--- config.mk ---
export PLATFORM = sky130hd
export DESIGN_NAME = otb_alu
export DESIGN_NICKNAME = d
export VERILOG_FILES = /design/src/rtl/core/otb_pkg.sv /design/src/rtl/core/otb_alu.sv
export SDC_FILE = /design/constraint.sdc
export NUM_CORES = 1
export LEC_CHECK = 0
export BUFFER_PORTS_ARGS = -buffer_cell sky130_fd_sc_hd__buf_4
export CORE_UTILIZATION = 46
export DETAILED_ROUTE_END_ITERATION = 8
export PLACE_DENSITY_LB_ADDON = 0.15
export RECOVER_POWER = 100
export REMOVE_ABC_BUFFERS = 1
export SYNTH_ARGS = -nofsm -noshare
export SYNTH_HDL_FRONTEND = slang
export SYNTH_SLANG_ARGS = --single-unit
--- constraint.sdc ---
create_clock -name vclk -period 4.8
set_clock_uncertainty 0.05 [all_clocks]
set_input_delay 0.96 -clock vclk [all_inputs]
set_output_delay 0.96 -clock vclk [all_outputs]
set_load 0.05 [all_outputs]
--- src/rtl/core/otb_pkg.sv ---
// Shared types, widths and codes of the overwriting tail buffer.
package otb_pkg;

   localparam int unsigned CAPACITY_DEFAULT = 4096;
   localparam int unsigned MAX_READ_DEFAULT = 64;

   localparam int unsigned OPCODE_W = 2;
   localparam int unsigned BYTE_W   = 8;
   localparam int unsigned OFFSET_W = 64;
   localparam int unsigned LIMIT_W  = 7;

   // Request opcodes. The fourth code is ignored by the block.
   typedef enum logic [OPCODE_W-1:0] {
      OP_APPEND = 2'd0,
      OP_READ   = 2'd1,
      OP_CLEAR  = 2'd2
   } opcode_type;

   // Operations of the shared adder.
   typedef enum logic {
      ALU_ADD = 1'b0,
      ALU_SUB = 1'b1
   } alu_op_type;

   typedef struct packed {
      alu_op_type          op;
      logic [OFFSET_W-1:0] a;
      logic [OFFSET_W-1:0] b;
   } alu_req_type;

   typedef struct packed {
      logic [OFFSET_W-1:0] sum;
      logic                borrow;
   } alu_rsp_type;

endpackage

--- src/rtl/core/otb_alu.sv ---
// Shared 64-bit adder/subtractor for append, read setup and load steps.
module otb_alu import otb_pkg::*; (
   input  alu_req_type alu_req,
   output alu_rsp_type alu_rsp
);

   logic                sub;
   logic [OFFSET_W-1:0] b_operand;
   logic [OFFSET_W:0]   full_sum;

   // Subtraction adds the complement plus one; a missing carry is a borrow.
   assign sub       = (alu_req.op == ALU_SUB);
   assign b_operand = sub ? ~alu_req.b : alu_req.b;
   assign full_sum  = {1'b0, alu_req.a} + {1'b0, b_operand} + (OFFSET_W + 1)'(sub);

   assign alu_rsp.sum    = full_sum[OFFSET_W-1:0];
   assign alu_rsp.borrow = sub & ~full_sum[OFFSET_W];

endmodule

==> impl_metrics.toml <==
[placed_design]
place_area_mm2 = 0.007286
gp_congestion = 0.9420
place_ws_ns = -0.4226
io_buffers = 194
dp_hpwl_um = 14570

[timing]
max_slew_margin = 0.5617
finalSetupTns_ns = -11.56
clock.fmax_mhz = 187.0
worstMarginPinSlew_ns = 0.6603
rsz0062_at_grt = "yes"
setup-violations-final = 40
hold_viol = 0
fin_crit_sh = 1.114
hold_ws_ns = 2.303
fin_crit_ns = 5.347
fin_ws_ns = -0.5472
slew_viol_final = 0

[setup_path]
cp.required_ns = 3.79
worst-setup-path-type = "in2out"
cp_max_fo = 8
worst_setup_path_start_kind = "input pin"
end_kind = "primary output"
arrival_ns = 4.34

[drt]
wire_per_inst_um = 20.58
drc = 0
via_per_inst = 6.219
ant_nets = 0
totalWireLength_um = 23960
drtIter0Drc = 592
dr.pass1.iters = 8
routed-via-count = 7239

[die]
rows = 35
core_region_area_mm2 = 0.009328
io_pins = 194
die_w_um = 100.8
start_util = 0.4810
die_y_um = 100.8
die-area_mm2 = 0.01015

[global_routing]
grt_pass1_vias = 6458
antenna_found_initial = 3
grtUsageTotal = 0.3579
grt_max_degree = 14
grt.overflow.total = 0
grt_first_pass_wirelength_um = 29720

[layout]
clkbuf_count = 0
multi_input_area_mm2 = 0.004865
nFillCells = 458
seq_cells = 0
register_area_um2 = 0
nets = 1229
syn2layout_area_growth_pct = 86.89
fin_area_mm2 = 0.008386
final_layout_size_suffix_gt1_frac = 0.4952

[run_status]
status = "complete, but fails checks"
failed_checks = "setup timing"

[synthesis]
ys_seq_area_frac = 0
netlist_top_cells_area = "ha_1, xor2_1, a21oi_1"
synth_top_area_frac = 0.1757
synth_most_common_cell = "xor2_1"
syn_avg_cell_area_um2 = 6.892
synthTopCellsByCount = "xor2_1, a21oi_1, ha_1, nand2_1, o21ai_0"
yosysTopAreaCell = "ha_1"
ys_types = 59
yosysWarnings = 0
syn_inst = 651
syn_area_mm2 = 0.004487

[hold_path]
min_path_type = "in2out"

[flow_run]
maxCapViolations = 0
==> metrics by stage <==
step / util / instances
after floorplan: - / 614
after global placement: 0.7811 / 1113
after detailed placement: 0.7811 / 1113
after CTS: 0.8484 / 1136
after global routing: 0.8990 / 1164
final: 0.8990 / 1164
==> cells in the final DEF (no fill, tap or decap), types with 16 or more instances in the layout <==
cell	instances
buf_4	354
xor2_1	81
ha_1	58
a21oi_1	51
nand2_1	48
nor2_1	33
a21o_1	33
buf_6	31
xnor2_1	29
o21ai_0	23
inv_1	22
a21oi_2	21
nand4_1	20
nand3_1	17
o21bai_1	16
==> final timing paths <==
check,startpoint,endpoint,slack [ns],cells past startpoint
setup / recovery,alu_req[128],alu_rsp[60],-0.55,14
hold / removal,alu_req[64],alu_rsp[1],2.30,3
==> routing by layer <==
metal  vias up  global-route usage  share of wire
met5         -                   0              0
met2       594              0.6502           0.46
met3       236             0.03675          0.099
met4         0              0.1795          0.096
met1      3257              0.4155           0.34
li1       3152                   -              -
==> area by class of cell <==
type | instances | area share
multi-input combinational | 592 | 0.5801
timing repair buffer | 420 | 0.3905
antenna | 1 | 0.0002984
inverter | 22 | 0.009848
tap | 129 | 0.01925
==> cell families (layout without fill, tap and decap cells) <==
group / count (synthesis) / count (layout) / share of synthesized area
and+or+nand+nor: 173 / 173 / 0.1846
xor gates and xnor gates: 122 / 122 / 0.2381
muxes: 1 / 1 / 0.002231
adders and majority gates: 64 / 64 / 0.1801
AOI/OAI and AO/OA: 232 / 232 / 0.3397
other: 0 / 1 / 0
buffers and inverters: 59 / 442 / 0.05522
==> worst max-delay path, stage by stage <==
cell and delay [ns]:
buf_16 0.13, buf_12 0.15, xor2_1 0.22, ha_1 0.30, a211oi_2 0.25, o211a_1 0.40
o31ai_4 0.10, or3b_4 0.39, o211ai_2 0.21, o211ai_2 0.16, a41o_4 0.35, a31o_4 0.26
a311oi_2 0.24, buf_6 0.20
==> timing repair <==
item                                    CTS  global route
endpoints found under the setup margin   32            35
cloned                                    2             0
hold buffers                              0             0
gates resized for setup                  94            77
pin swaps                                54            40
setup buffers                            22            27
